$ cat config.mk
export PLATFORM = sky130hd
export DESIGN_NAME = sha256_message_digest
export DESIGN_NICKNAME = d
export VERILOG_FILES = /design/src/rtl/sha256md_pkg.sv /design/src/rtl/sha256_message_digest.sv /design/src/rtl/sha256md_sched.sv /design/src/rtl/sha256md_round.sv /design/src/rtl/sha256md_ctrl.sv
export VERILOG_INCLUDE_DIRS = /design/src /design/src/rtl
export SDC_FILE = /design/constraint.sdc
export NUM_CORES = 2
export LEC_CHECK = 0
export ABC_CLOCK_PERIOD_IN_PS = 28700
export BUFFER_PORTS_ARGS = -buffer_cell sky130_fd_sc_hd__buf_2
export CAP_MARGIN = 10
export CORE_MARGIN = 1.5
export CORE_UTILIZATION = 65
export CTS_CLUSTER_DIAMETER = 40
export DETAILED_ROUTE_END_ITERATION = 8
export HOLD_SLACK_MARGIN = 0.15
export MAX_ROUTING_LAYER = met4
export PLACE_DENSITY = 0.83
export SYNTH_ARGS = -nofsm -noshare
export SYNTH_HDL_FRONTEND = slang
export SYNTH_HIERARCHICAL = 1
export SYNTH_SLANG_ARGS = --single-unit
$ cat constraint.sdc
create_clock -name clk_i -period 28.7 [get_ports clk_i]
set_input_delay 1.435 -clock clk_i [delete_from_list [all_inputs] [get_ports clk_i]]
set_output_delay 1.435 -clock clk_i [all_outputs]
set_load 0.005 [all_outputs]
$ cat src/rtl/assert_macros.svh
// ----------------------------------------------------------------------------
// Assertion macros
// Shared concurrent assertion wrappers for the SHA-256 digest block.
// ----------------------------------------------------------------------------
`ifndef ASSERT_MACROS_SVH
`define ASSERT_MACROS_SVH

// Property that must hold in the same cycle as its antecedent.
`define SHA_ASSERT_NOW(lbl, clk, rstn, ante, cons) \
  lbl: assert property (@(posedge clk) disable iff (!rstn) (ante) |-> (cons)) \
    else $error("sha256md: same-cycle check failed");

// Property whose consequence must hold in the cycle after its antecedent.
`define SHA_ASSERT_NEXT(lbl, clk, rstn, ante, cons) \
  lbl: assert property (@(posedge clk) disable iff (!rstn) (ante) |=> (cons)) \
    else $error("sha256md: next-cycle check failed");

`endif

$ cat src/rtl/sha256md_pkg.sv
`timescale 1ns / 1ps
// ----------------------------------------------------------------------------
// sha256md_pkg
// Types, constants and helper functions shared by the SHA-256 digest block.
// ----------------------------------------------------------------------------
package sha256md_pkg;

  typedef enum logic [2:0] {
    ST_IDLE,
    ST_PAD,
    ST_PAD2,
    ST_LOAD,
    ST_ROUND,
    ST_FINAL
  } state_e;

  // Commands from the sequencer to the block buffer and message schedule.
  typedef struct packed {
    logic        wr_byte;
    logic        pad;
    logic        put_len;
    logic        len_only;
    logic        shift;
    logic [5:0]  idx;
    logic [7:0]  data;
    logic [63:0] bit_len;
  } sched_cmd_t;

  // Commands from the sequencer to the round unit.
  typedef struct packed {
    logic       load;
    logic       round;
    logic       final_add;
    logic       restart;
    logic [5:0] rnd;
  } round_cmd_t;

  localparam logic [7:0] PadByte  = 8'h80;
  localparam logic [5:0] LenSlot  = 6'd56;
  localparam logic [5:0] LastRnd  = 6'd63;

  localparam logic [31:0] InitH [8] = '{
    32'h6a09e667, 32'hbb67ae85, 32'h3c6ef372, 32'ha54ff53a,
    32'h510e527f, 32'h9b05688c, 32'h1f83d9ab, 32'h5be0cd19
  };

  localparam logic [31:0] RoundK [64] = '{
    32'h428a2f98, 32'h71374491, 32'hb5c0fbcf, 32'he9b5dba5,
    32'h3956c25b, 32'h59f111f1, 32'h923f82a4, 32'hab1c5ed5,
    32'hd807aa98, 32'h12835b01, 32'h243185be, 32'h550c7dc3,
    32'h72be5d74, 32'h80deb1fe, 32'h9bdc06a7, 32'hc19bf174,
    32'he49b69c1, 32'hefbe4786, 32'h0fc19dc6, 32'h240ca1cc,
    32'h2de92c6f, 32'h4a7484aa, 32'h5cb0a9dc, 32'h76f988da,
    32'h983e5152, 32'ha831c66d, 32'hb00327c8, 32'hbf597fc7,
    32'hc6e00bf3, 32'hd5a79147, 32'h06ca6351, 32'h14292967,
    32'h27b70a85, 32'h2e1b2138, 32'h4d2c6dfc, 32'h53380d13,
    32'h650a7354, 32'h766a0abb, 32'h81c2c92e, 32'h92722c85,
    32'ha2bfe8a1, 32'ha81a664b, 32'hc24b8b70, 32'hc76c51a3,
    32'hd192e819, 32'hd6990624, 32'hf40e3585, 32'h106aa070,
    32'h19a4c116, 32'h1e376c08, 32'h2748774c, 32'h34b0bcb5,
    32'h391c0cb3, 32'h4ed8aa4a, 32'h5b9cca4f, 32'h682e6ff3,
    32'h748f82ee, 32'h78a5636f, 32'h84c87814, 32'h8cc70208,
    32'h90befffa, 32'ha4506ceb, 32'hbef9a3f7, 32'hc67178f2
  };

  function automatic logic [31:0] rotr(input logic [31:0] x, input int unsigned n);
    return (x >> n) | (x << (32 - n));
  endfunction

endpackage

$ cat src/rtl/sha256_message_digest.sv
`timescale 1ns / 1ps
// ----------------------------------------------------------------------------
// sha256_message_digest
// SHA-256 digest of a byte stream, one message byte per item, using one
// shared round unit under a small sequencer.
// ----------------------------------------------------------------------------
//
//   Channel   Direction  Handshake                        Payload
//   s_axis    in         s_axis_tvalid_i / s_axis_tready_o data byte, present flag, end flag
//   m_axis    out        m_axis_tvalid_o / m_axis_tready_i 256-bit digest as four 64-bit words
//
// A byte that does not complete a 64-byte block is taken at once; one that does holds off
// the input for a load, 64 rounds of the shared round unit and a chaining add.
// Closing a message adds a padding step and a block pass, twice when 56+ bytes are in use.
// Reset is asynchronous and active low; it restores the initial hash values and counters.
// The digest waits in an output register while new input is taken; a second digest
// stalls its final add, and with it the input, until the first one has been taken.
// ----------------------------------------------------------------------------
module sha256_message_digest (
  input  logic         clk_i,
  input  logic         rst_ni,
  input  logic         s_axis_tvalid_i,
  output logic         s_axis_tready_o,
  input  logic [7:0]   s_axis_tdata_i,  // [7:0] data_byte
  input  logic         s_axis_tuser_i,  // [0] byte_present
  input  logic         s_axis_tlast_i,  // end_of_message
  output logic         m_axis_tvalid_o,
  input  logic         m_axis_tready_i,
  output logic [255:0] m_axis_tdata_o   // [63:0] digest_high, [127:64] digest_upper_mid,
                                        // [191:128] digest_lower_mid, [255:192] digest_low
);
  import sha256md_pkg::*;

  sched_cmd_t      sched_cmd;
  round_cmd_t      round_cmd;
  logic [31:0]     w_cur;
  logic [7:0][31:0] sum;
  logic            emit;
  logic            out_busy;
  logic            out_valid_q, out_valid_d;
  logic [255:0]    out_data_q, out_data_d;

  assign out_busy = out_valid_q && !m_axis_tready_i;

  sha256md_ctrl u_ctrl (
    .clk_i        (clk_i),
    .rst_ni       (rst_ni),
    .in_valid_i   (s_axis_tvalid_i),
    .in_data_i    (s_axis_tdata_i),
    .in_present_i (s_axis_tuser_i),
    .in_last_i    (s_axis_tlast_i),
    .out_busy_i   (out_busy),
    .in_ready_o   (s_axis_tready_o),
    .emit_o       (emit),
    .sched_cmd_o  (sched_cmd),
    .round_cmd_o  (round_cmd)
  );

  sha256md_sched u_sched (
    .clk_i (clk_i),
    .cmd_i (sched_cmd),
    .w_o   (w_cur)
  );

  sha256md_round u_round (
    .clk_i  (clk_i),
    .rst_ni (rst_ni),
    .cmd_i  (round_cmd),
    .w_i    (w_cur),
    .sum_o  (sum)
  );

  // The final sums are captured here, H0 in the top half of the lowest word.
  always_comb begin
    out_valid_d = emit || out_busy;
    out_data_d  = out_data_q;
    if (emit) begin
      out_data_d = {sum[6], sum[7], sum[4], sum[5], sum[2], sum[3], sum[0], sum[1]};
    end
  end

  always_ff @(posedge clk_i or negedge rst_ni) begin
    if (!rst_ni) begin
      out_valid_q <= 1'b0;
    end else begin
      out_valid_q <= out_valid_d;
    end
  end

  always_ff @(posedge clk_i) begin
    out_data_q <= out_data_d;
  end

  assign m_axis_tvalid_o = out_valid_q;
  assign m_axis_tdata_o  = out_data_q;

endmodule

$ cat src/rtl/sha256md_sched.sv
`timescale 1ns / 1ps
// ----------------------------------------------------------------------------
// sha256md_sched
// Block buffer of sixteen words that doubles as the message schedule window.
// ----------------------------------------------------------------------------
module sha256md_sched (
  input  logic                    clk_i,
  input  sha256md_pkg::sched_cmd_t cmd_i,
  output logic [31:0]             w_o
);
  import sha256md_pkg::*;

  logic [31:0] w_q [16];
  logic [31:0] w_d [16];
  logic [31:0] s0;
  logic [31:0] s1;
  logic [31:0] w_new;

  assign s0    = rotr(w_q[1], 7) ^ rotr(w_q[1], 18) ^ (w_q[1] >> 3);
  assign s1    = rotr(w_q[14], 17) ^ rotr(w_q[14], 19) ^ (w_q[14] >> 10);
  assign w_new = s1 + w_q[9] + s0 + w_q[0];
  assign w_o   = w_q[0];

  always_comb begin
    w_d = w_q;
    if (cmd_i.shift) begin
      for (int j = 0; j < 15; j++) begin
        w_d[j] = w_q[j + 1];
      end
      w_d[15] = w_new;
    end
    // Bytes fill each word from its most significant lane down.
    if (cmd_i.wr_byte) begin
      w_d[cmd_i.idx[5:2]][{~cmd_i.idx[1:0], 3'b000} +: 8] = cmd_i.data;
    end
    if (cmd_i.pad) begin
      for (int p = 0; p < 64; p++) begin
        if (6'(p) == cmd_i.idx) begin
          w_d[p / 4][(3 - (p % 4)) * 8 +: 8] = PadByte;
        end else if (6'(p) > cmd_i.idx) begin
          w_d[p / 4][(3 - (p % 4)) * 8 +: 8] = 8'h00;
        end
      end
    end
    if (cmd_i.len_only) begin
      w_d = '{default: '0};
    end
    if (cmd_i.put_len || cmd_i.len_only) begin
      w_d[14] = cmd_i.bit_len[63:32];
      w_d[15] = cmd_i.bit_len[31:0];
    end
  end

  always_ff @(posedge clk_i) begin
    w_q <= w_d;
  end

endmodule

$ cat src/rtl/sha256md_round.sv
`timescale 1ns / 1ps
// ----------------------------------------------------------------------------
// sha256md_round
// Shared round unit: working variables, chaining words and the final add.
// ----------------------------------------------------------------------------
module sha256md_round (
  input  logic                    clk_i,
  input  logic                    rst_ni,
  input  sha256md_pkg::round_cmd_t cmd_i,
  input  logic [31:0]             w_i,
  output logic [7:0][31:0]        sum_o
);
  import sha256md_pkg::*;

  logic [31:0] chain_q [8];
  logic [31:0] chain_d [8];
  logic [31:0] work_q  [8];
  logic [31:0] work_d  [8];
  logic [31:0] big0;
  logic [31:0] big1;
  logic [31:0] ch;
  logic [31:0] maj;
  logic [31:0] t1;
  logic [31:0] t2;

  assign big1 = rotr(work_q[4], 6) ^ rotr(work_q[4], 11) ^ rotr(work_q[4], 25);
  assign ch   = (work_q[4] & work_q[5]) ^ (~work_q[4] & work_q[6]);
  assign t1   = work_q[7] + big1 + ch + RoundK[cmd_i.rnd] + w_i;
  assign big0 = rotr(work_q[0], 2) ^ rotr(work_q[0], 13) ^ rotr(work_q[0], 22);
  assign maj  = (work_q[0] & work_q[1]) ^ (work_q[0] & work_q[2]) ^ (work_q[1] & work_q[2]);
  assign t2   = big0 + maj;

  always_comb begin
    for (int i = 0; i < 8; i++) begin
      sum_o[i] = chain_q[i] + work_q[i];
    end
  end

  always_comb begin
    work_d  = work_q;
    chain_d = chain_q;
    if (cmd_i.load) begin
      work_d = chain_q;
    end
    if (cmd_i.round) begin
      work_d[7] = work_q[6];
      work_d[6] = work_q[5];
      work_d[5] = work_q[4];
      work_d[4] = work_q[3] + t1;
      work_d[3] = work_q[2];
      work_d[2] = work_q[1];
      work_d[1] = work_q[0];
      work_d[0] = t1 + t2;
    end
    if (cmd_i.final_add) begin
      if (cmd_i.restart) begin
        chain_d = InitH;
      end else begin
        for (int i = 0; i < 8; i++) begin
          chain_d[i] = sum_o[i];
        end
      end
    end
  end

  always_ff @(posedge clk_i or negedge rst_ni) begin
    if (!rst_ni) begin
      chain_q <= InitH;
    end else begin
      chain_q <= chain_d;
    end
  end

  always_ff @(posedge clk_i) begin
    work_q <= work_d;
  end

endmodule

$ cat src/rtl/sha256md_ctrl.sv
`timescale 1ns / 1ps
// ----------------------------------------------------------------------------
// sha256md_ctrl
// Sequencer: byte counting, padding steps and the 64-round schedule.
// ----------------------------------------------------------------------------
`include "assert_macros.svh"

module sha256md_ctrl (
  input  logic                     clk_i,
  input  logic                     rst_ni,
  input  logic                     in_valid_i,
  input  logic [7:0]               in_data_i,
  input  logic                     in_present_i,
  input  logic                     in_last_i,
  input  logic                     out_busy_i,
  output logic                     in_ready_o,
  output logic                     emit_o,
  output sha256md_pkg::sched_cmd_t sched_cmd_o,
  output sha256md_pkg::round_cmd_t round_cmd_o
);
  import sha256md_pkg::*;

  state_e      st_q, st_d;
  logic [5:0]  rnd_q, rnd_d;
  logic [5:0]  fill_q, fill_d;
  logic [60:0] cnt_q, cnt_d;
  logic        fin_q, fin_d;
  logic        last_q, last_d;
  logic        extra_q, extra_d;

  // Next state.
  always_comb begin
    st_d    = st_q;
    rnd_d   = rnd_q;
    fill_d  = fill_q;
    cnt_d   = cnt_q;
    fin_d   = fin_q;
    last_d  = last_q;
    extra_d = extra_q;
    unique case (st_q)
      ST_IDLE: begin
        if (in_valid_i) begin
          if (in_present_i) begin
            fill_d = fill_q + 6'd1;
            cnt_d  = cnt_q + 61'd1;
          end
          fin_d   = in_last_i;
          last_d  = 1'b0;
          extra_d = 1'b0;
          if (in_present_i && (&fill_q)) begin
            st_d = ST_LOAD;
          end else if (in_last_i) begin
            st_d = ST_PAD;
          end
        end
      end
      ST_PAD: begin
        if (fill_q >= LenSlot) begin
          extra_d = 1'b1;
        end else begin
          last_d = 1'b1;
        end
        st_d = ST_LOAD;
      end
      ST_PAD2: begin
        extra_d = 1'b0;
        last_d  = 1'b1;
        st_d    = ST_LOAD;
      end
      ST_LOAD: begin
        rnd_d = '0;
        st_d  = ST_ROUND;
      end
      ST_ROUND: begin
        rnd_d = rnd_q + 6'd1;
        if (rnd_q == LastRnd) begin
          st_d = ST_FINAL;
        end
      end
      ST_FINAL: begin
        if (last_q) begin
          if (!out_busy_i) begin
            st_d   = ST_IDLE;
            fill_d = '0;
            cnt_d  = '0;
            fin_d  = 1'b0;
            last_d = 1'b0;
          end
        end else if (extra_q) begin
          st_d = ST_PAD2;
        end else if (fin_q) begin
          st_d = ST_PAD;
        end else begin
          st_d = ST_IDLE;
        end
      end
      default: st_d = ST_IDLE;
    endcase
  end

  // Outputs.
  always_comb begin
    sched_cmd_o         = '0;
    sched_cmd_o.idx     = fill_q;
    sched_cmd_o.data    = in_data_i;
    sched_cmd_o.bit_len = {cnt_q, 3'b000};
    round_cmd_o         = '0;
    round_cmd_o.rnd     = rnd_q;
    in_ready_o          = 1'b0;
    emit_o              = 1'b0;
    unique case (st_q)
      ST_IDLE: begin
        in_ready_o          = 1'b1;
        sched_cmd_o.wr_byte = in_valid_i && in_present_i;
      end
      ST_PAD: begin
        sched_cmd_o.pad     = 1'b1;
        sched_cmd_o.put_len = (fill_q < LenSlot);
      end
      ST_PAD2: begin
        sched_cmd_o.len_only = 1'b1;
      end
      ST_LOAD: begin
        round_cmd_o.load = 1'b1;
      end
      ST_ROUND: begin
        round_cmd_o.round = 1'b1;
        sched_cmd_o.shift = 1'b1;
      end
      ST_FINAL: begin
        round_cmd_o.final_add = !(last_q && out_busy_i);
        round_cmd_o.restart   = last_q;
        emit_o                = last_q && !out_busy_i;
      end
      default: begin
        in_ready_o = 1'b0;
      end
    endcase
  end

  always_ff @(posedge clk_i or negedge rst_ni) begin
    if (!rst_ni) begin
      st_q    <= ST_IDLE;
      rnd_q   <= '0;
      fill_q  <= '0;
      cnt_q   <= '0;
      fin_q   <= 1'b0;
      last_q  <= 1'b0;
      extra_q <= 1'b0;
    end else begin
      st_q    <= st_d;
      rnd_q   <= rnd_d;
      fill_q  <= fill_d;
      cnt_q   <= cnt_d;
      fin_q   <= fin_d;
      last_q  <= last_d;
      extra_q <= extra_d;
    end
  end

  `SHA_ASSERT_NEXT(a_round_to_final, clk_i, rst_ni, st_q == ST_ROUND && rnd_q == LastRnd, st_q == ST_FINAL)
  `SHA_ASSERT_NEXT(a_emit_clears, clk_i, rst_ni, emit_o, st_q == ST_IDLE && fill_q == '0 && cnt_q == '0)
  `SHA_ASSERT_NEXT(a_extra_block, clk_i, rst_ni, st_q == ST_FINAL && extra_q, st_q == ST_PAD2 && last_q == 1'b0)
  `SHA_ASSERT_NOW(a_emit_last_only, clk_i, rst_ni, emit_o, last_q && st_q == ST_FINAL && !fin_q == 1'b0)

endmodule
# Word level (Yosys, flattened, before mapping)
# Memory sizes are Yosys's and may differ from the RTL's.
# Cells that the tools add are included.
# word_totals
out_inout_bits,258
ramBits,0
word_cells,450
regBits,1360
romBits,2048
in_bits,14
memories,1
latchBits,0
# op_classes
addsub,22
magnitude_cmp,69
div,0
n_bitwise,30
shift,2
n_reduce_logical,26
multipliers,0
eq_ne,78
muxes,180
# memory_table
name,words,word_bits,rd,rd_ports_with_merged_regs,wr,line_no,rtl
(no name shown),64,32,1,0,0,sha256md_round.sv:28,assign t1 = work_q[7] + big1 + ch + RoundK[cmd_i.rnd] + w_i;
# ops
op,count
2-to-1 mux 512 bit,3
2-to-1 mux 8 bit,128
2-to-1 mux 256 bit,3
adder 32 bit,18
bitwise mux 512 bit,1
XOR 32 bit,9
2-to-1 mux 61 bit,4
== test 6 bit (first input constant),32
> comparator 6 bit (first input constant),32
AND 32 bit,5
demux 32 bit (select 4 bit),1
2-to-1 mux 64 bit,2
one-hot mux 61 bit (2 select lines),1
== test 5 x 6 -> 1 bit (first input constant),16
> comparator 5 x 6 -> 1 bit (first input constant),16
2-to-1 mux 32 bit,3
adder 61 x 1 -> 61 bit (second input constant),1
== test 4 x 6 -> 1 bit (first input constant),8
> comparator 4 x 6 -> 1 bit (first input constant),8
inverter 32 bit,1
bitwise OR 10 x 32 -> 32 bit,1
bitwise OR 13 x 32 -> 32 bit,1
bitwise OR 14 x 32 -> 32 bit,1
bitwise OR 15 x 32 -> 32 bit,1
56 further kinds,111

# Depth between registers and ports, before layout
# logic_depth
word_depth,14
depth_mapped,40
ltp_nobuf,38

# Cells and area by module
# Netlist, hierarchy kept.
# modules_own_cells
module,seq_area_each_um2,area_each_um2,cells_per_inst,instances
sha256md_round,14263.7,44602.8,4595,1
sha256md_sched,10249.8,29893.7,3499,1
sha256_message_digest,7712.4,7732.4,259,1
sha256md_ctrl,1976.9,4475.5,503,1

# Worst setup path after synthesis
# Ideal clock, no wire load.
# synth_timing
path_kind,input -> register
from,in m_axis_tready_i
to,reg out_data_q[0] (netlist: m_axis_tdata_o[0]) (enable)
arrival_time_ns,9.043
n_path_buf,2
setup_time_ns,0.720
path_stages,5
t_required_ns,27.980
path_slack_ns,18.938
cell_sequence,nor2b_4 > inv_1 > and2_1 > clkbuf_1 > buf_1
# synth_via
elab_chain_cells,5
# synth_rtl
item,line_no,rtl
start: declaration,sha256_message_digest.sv:28,"input logic m_axis_tready_i,"
zero test 1 bit,sha256_message_digest.sv:43,assign out_busy = out_valid_q && !m_axis_tready_i;
logical AND 1 bit,sha256_message_digest.sv:43,
zero test 1 bit,--,
logical AND 1 bit,sha256md_ctrl.sv:133,emit_o = last_q && !out_busy_i;
2-to-1 mux 1 bit,sha256md_ctrl.sv:111,unique case (st_q)
named net emit,sha256_message_digest.sv:38,logic emit;
end signal: assignment,sha256_message_digest.sv:91,out_data_q <= out_data_d;
end: declaration,sha256_message_digest.sv:41,"logic [255:0] out_data_q, out_data_d;"
# The timed path passes the listed nets, and every way through them passes these cells.
# A chain may end at the register's enable or synchronous reset.

==> metrics.csv <==
metric,value,unit
WP data arrival,11.57,ns
row count,133,
FMAX,0.0903,GHz
WL met2,136000,um
Cell variety after synth,115,
H-tree Lvls,4,
Hold Crit Class,reg2reg,
Via-to-Cell Ratio,7.01,
asr flop ratio synth,24.7,%
WL final,322000,um
slowest CP cell,ha_1,
synth warn,6,
Die Wd,368,um
Remaining DRCs,0,
"Top FF cell, synth",edfxtp_1,
required time of the critical path,29.19,ns
RePlAce Congestion,1.07,
number of fill cells,9350,
register area,0.0342,mm2
most frequent cells in the layout,"773 x nor2_1, 535 x nand2_1, 520 x mux2i_1, 513 x a21oi_1",
Max-slew headroom,9.94,%
Initial Util,65.7,%
met3 WL,41500,um
initial antenna violation count,20,
dpl hpwl,235000,um
Worst path most repeated cell,fa_1,
first-pass GRT wire length,467000,um
fin crit period,11.07,ns
setup TNS,0,ns
Layout area overhead,9.87,%
"Max FO, Critical Path",32,
DRT iter0 DRCs,11100,
"Slew Viols, Final",0,
DIE HEIGHT,368,um
setup bufs post-CTS,0,
"Buf+Inv Stages, Crit Path",4,
clock-pin slew on the worst setup and hold paths,0.06,ns
gr ovfl total,0,
Top Family by Delay on Critical Path,compound AO/OA/AOI/OAI gates,
final setup violation count,0,
share of cells above drive strength 1,13.1,%
Mapped Cells,8856,
drt first pass iters,7,
final-report hold violation count,0,
number of cells upsized or downsized after cts,0,
unrepaired setup endpoints after global routing,false,
vias in the first global route,71600,
Post-CTS Hold Buffers,0,
synthesized area,0.0867,mm2
"EDFF count, synth",512,
crit path launch type,register,
antenna-violating nets left,0,
DR WL/cell,29.9,um
CTS tree,yes,
syn avg cell area,9.79,um2
CTS buffer count,188,
CTS Root Cell,clkbuf_16,
clock skew,0.0835,ns
highest metal used,met4,
# IOs,272,
Worst setup EP type,register,
sequential share of the synthesized area,39.4,%
status,"complete, no violations",
layout net count,9431,
Yosys reg bits,1360,
area of the multi-input gates,0.0485,mm2
max-cap viol count,0,
WL met1,119000,um
gr usage total,47.6,%
crit share post-route,38.6,%
worst-skew pair later-pin latency,0.85,ns
"most common cell after layout, fill and taps aside",nor2_1,
die area,0.136,mm2
via count,75400,
Max clock buf depth,3,
largest net degree at the start of global routing,162,
Crit path largest cell delay,0.78,ns
Core Area,0.132,mm2
input/output buffers,271,
CTS Sinks,1360,
worst setup path class,reg2reg,
Slew @ Worst Pin,1.35,ns
final cells by class:
class,instances,share of cell area (%)
well taps,1755,2.31
flip-flops and latches,1360,35.9
clock inverters,135,1.72
repair buffers,355,2.14
inverters,439,1.75
multi-input cells,6480,50.9
diodes,20,0.0525
clock buffers,217,5.20
cells in the mapped netlist, types with 44 or more instances:
cell type	n	area, um2
a211oi_1	469	3520
a21o_1	167	1250
a21oi_1	514	2570
a22o_1	139	1220
a31oi_1	75	469
and2_1	68	425
and3_1	62	388
buf_1	50	188
buf_4	45	338
clkbuf_1	465	1750
dfrtp_1	200	5000
dfstp_2	136	3570
dfxtp_1	512	10200
edfxtp_1	512	15400
fa_1	195	3900
ha_1	398	4980
inv_1	430	1610
mux2_2	252	2840
mux2i_1	520	5200
nand2_1	536	2010
nand2b_1	87	544
nand3_1	126	631
nand4_1	50	313
nor2_1	775	2910
nor2b_1	70	438
nor3_1	125	626
o211ai_1	76	571
o21a_1	62	465
o21ai_0	381	1910
o21bai_1	46	345
o22a_1	115	1010
or3_1	44	275
xnor2_1	405	3550
xor2_1	190	1660
final timing paths:
kind / from / end / cells past startpoint / slack [ns]
worst min-delay path: u_round/chain_q[32] / u_round/chain_q[32] / 2 / 0.51
worst max-delay path: u_ctrl/rnd_q[0] / u_round/work_q[250] / 37 / 17.63
worst max register to register: u_ctrl/rnd_q[0] / u_round/work_q[250] / 37 / 17.63
worst min register to register: u_round/chain_q[32] / u_round/chain_q[32] / 2 / 0.51
max in group asynchronous: rst_ni / u_round/chain_q[34] / 3 / 25.48
min in group asynchronous: rst_ni / u_round/chain_q[106] / 1 / 0.61
through the flow:
stage | util [%] | cells | cell area (um2) | hold slack [ns] | worst slack [ns]
finish | 72.2 | 10800 | 95300 | 0.512 | 17.63
global route | 72.2 | 10800 | 95200 | 0.536 | 17.32
CTS | 72.1 | 10700 | 95200 | 0.512 | 17.82
detailed placement | 67.1 | 10400 | 88600 | 0.503 | 17.89
global placement | 67.1 | 10400 | 88600 | 0.490 | 17.87
floorplan | - | 8858 | 86700 | 0.462 | 18.94
worst min-delay path, delay by kind of cell, from the launching register on:
family	cells	cell delay (ns)
DFF	1	0.38
and+or+nand+nor	1	0.09
AOI/OAI and AO/OA	1	0.04
layer usage:
| metal | vias to the layer above | global-route usage (%) |
|---|---|---|
| met5 | - | - |
| met3 | 1328 | 13.9 |
| met2 | 5340 | 67.8 |
| met1 | 36500 | 59.2 |
| li1 | 32200 | - |
| met4 | 0 | 30.4 |
logic make-up (layout without fill, tap and decap cells):
logic type / count (synthesis) / count (layout) / synth area share (%)
compound gates: 2377 / 2377 / 18.6
xor+xnor: 595 / 595 / 6.01
fa+ha+maj: 612 / 612 / 10.5
buf+inv: 1018 / 1146 / 4.67
flops: 1360 / 1360 / 39.4
mux: 778 / 778 / 9.42
other cells: 1 / 23 / 0.00433
simple gates: 2115 / 2115 / 11.4
sequential cells by signal (all words and copies together) (netlist names), 3 cells and up:
name,cells
u_ctrl/rnd_q,6
u_ctrl/cnt_q,61
u_sched/w_q,480
u_ctrl/st_q,3
u_sched/w_o,32
u_round/chain_q,256
u_round/work_q,256
u_ctrl/fill_q,6
m_axis_tdata_o,256
Power is left out: the tool's default activity adds up to more than one toggle a clock period on the data nets, which glitch-free logic cannot reach.
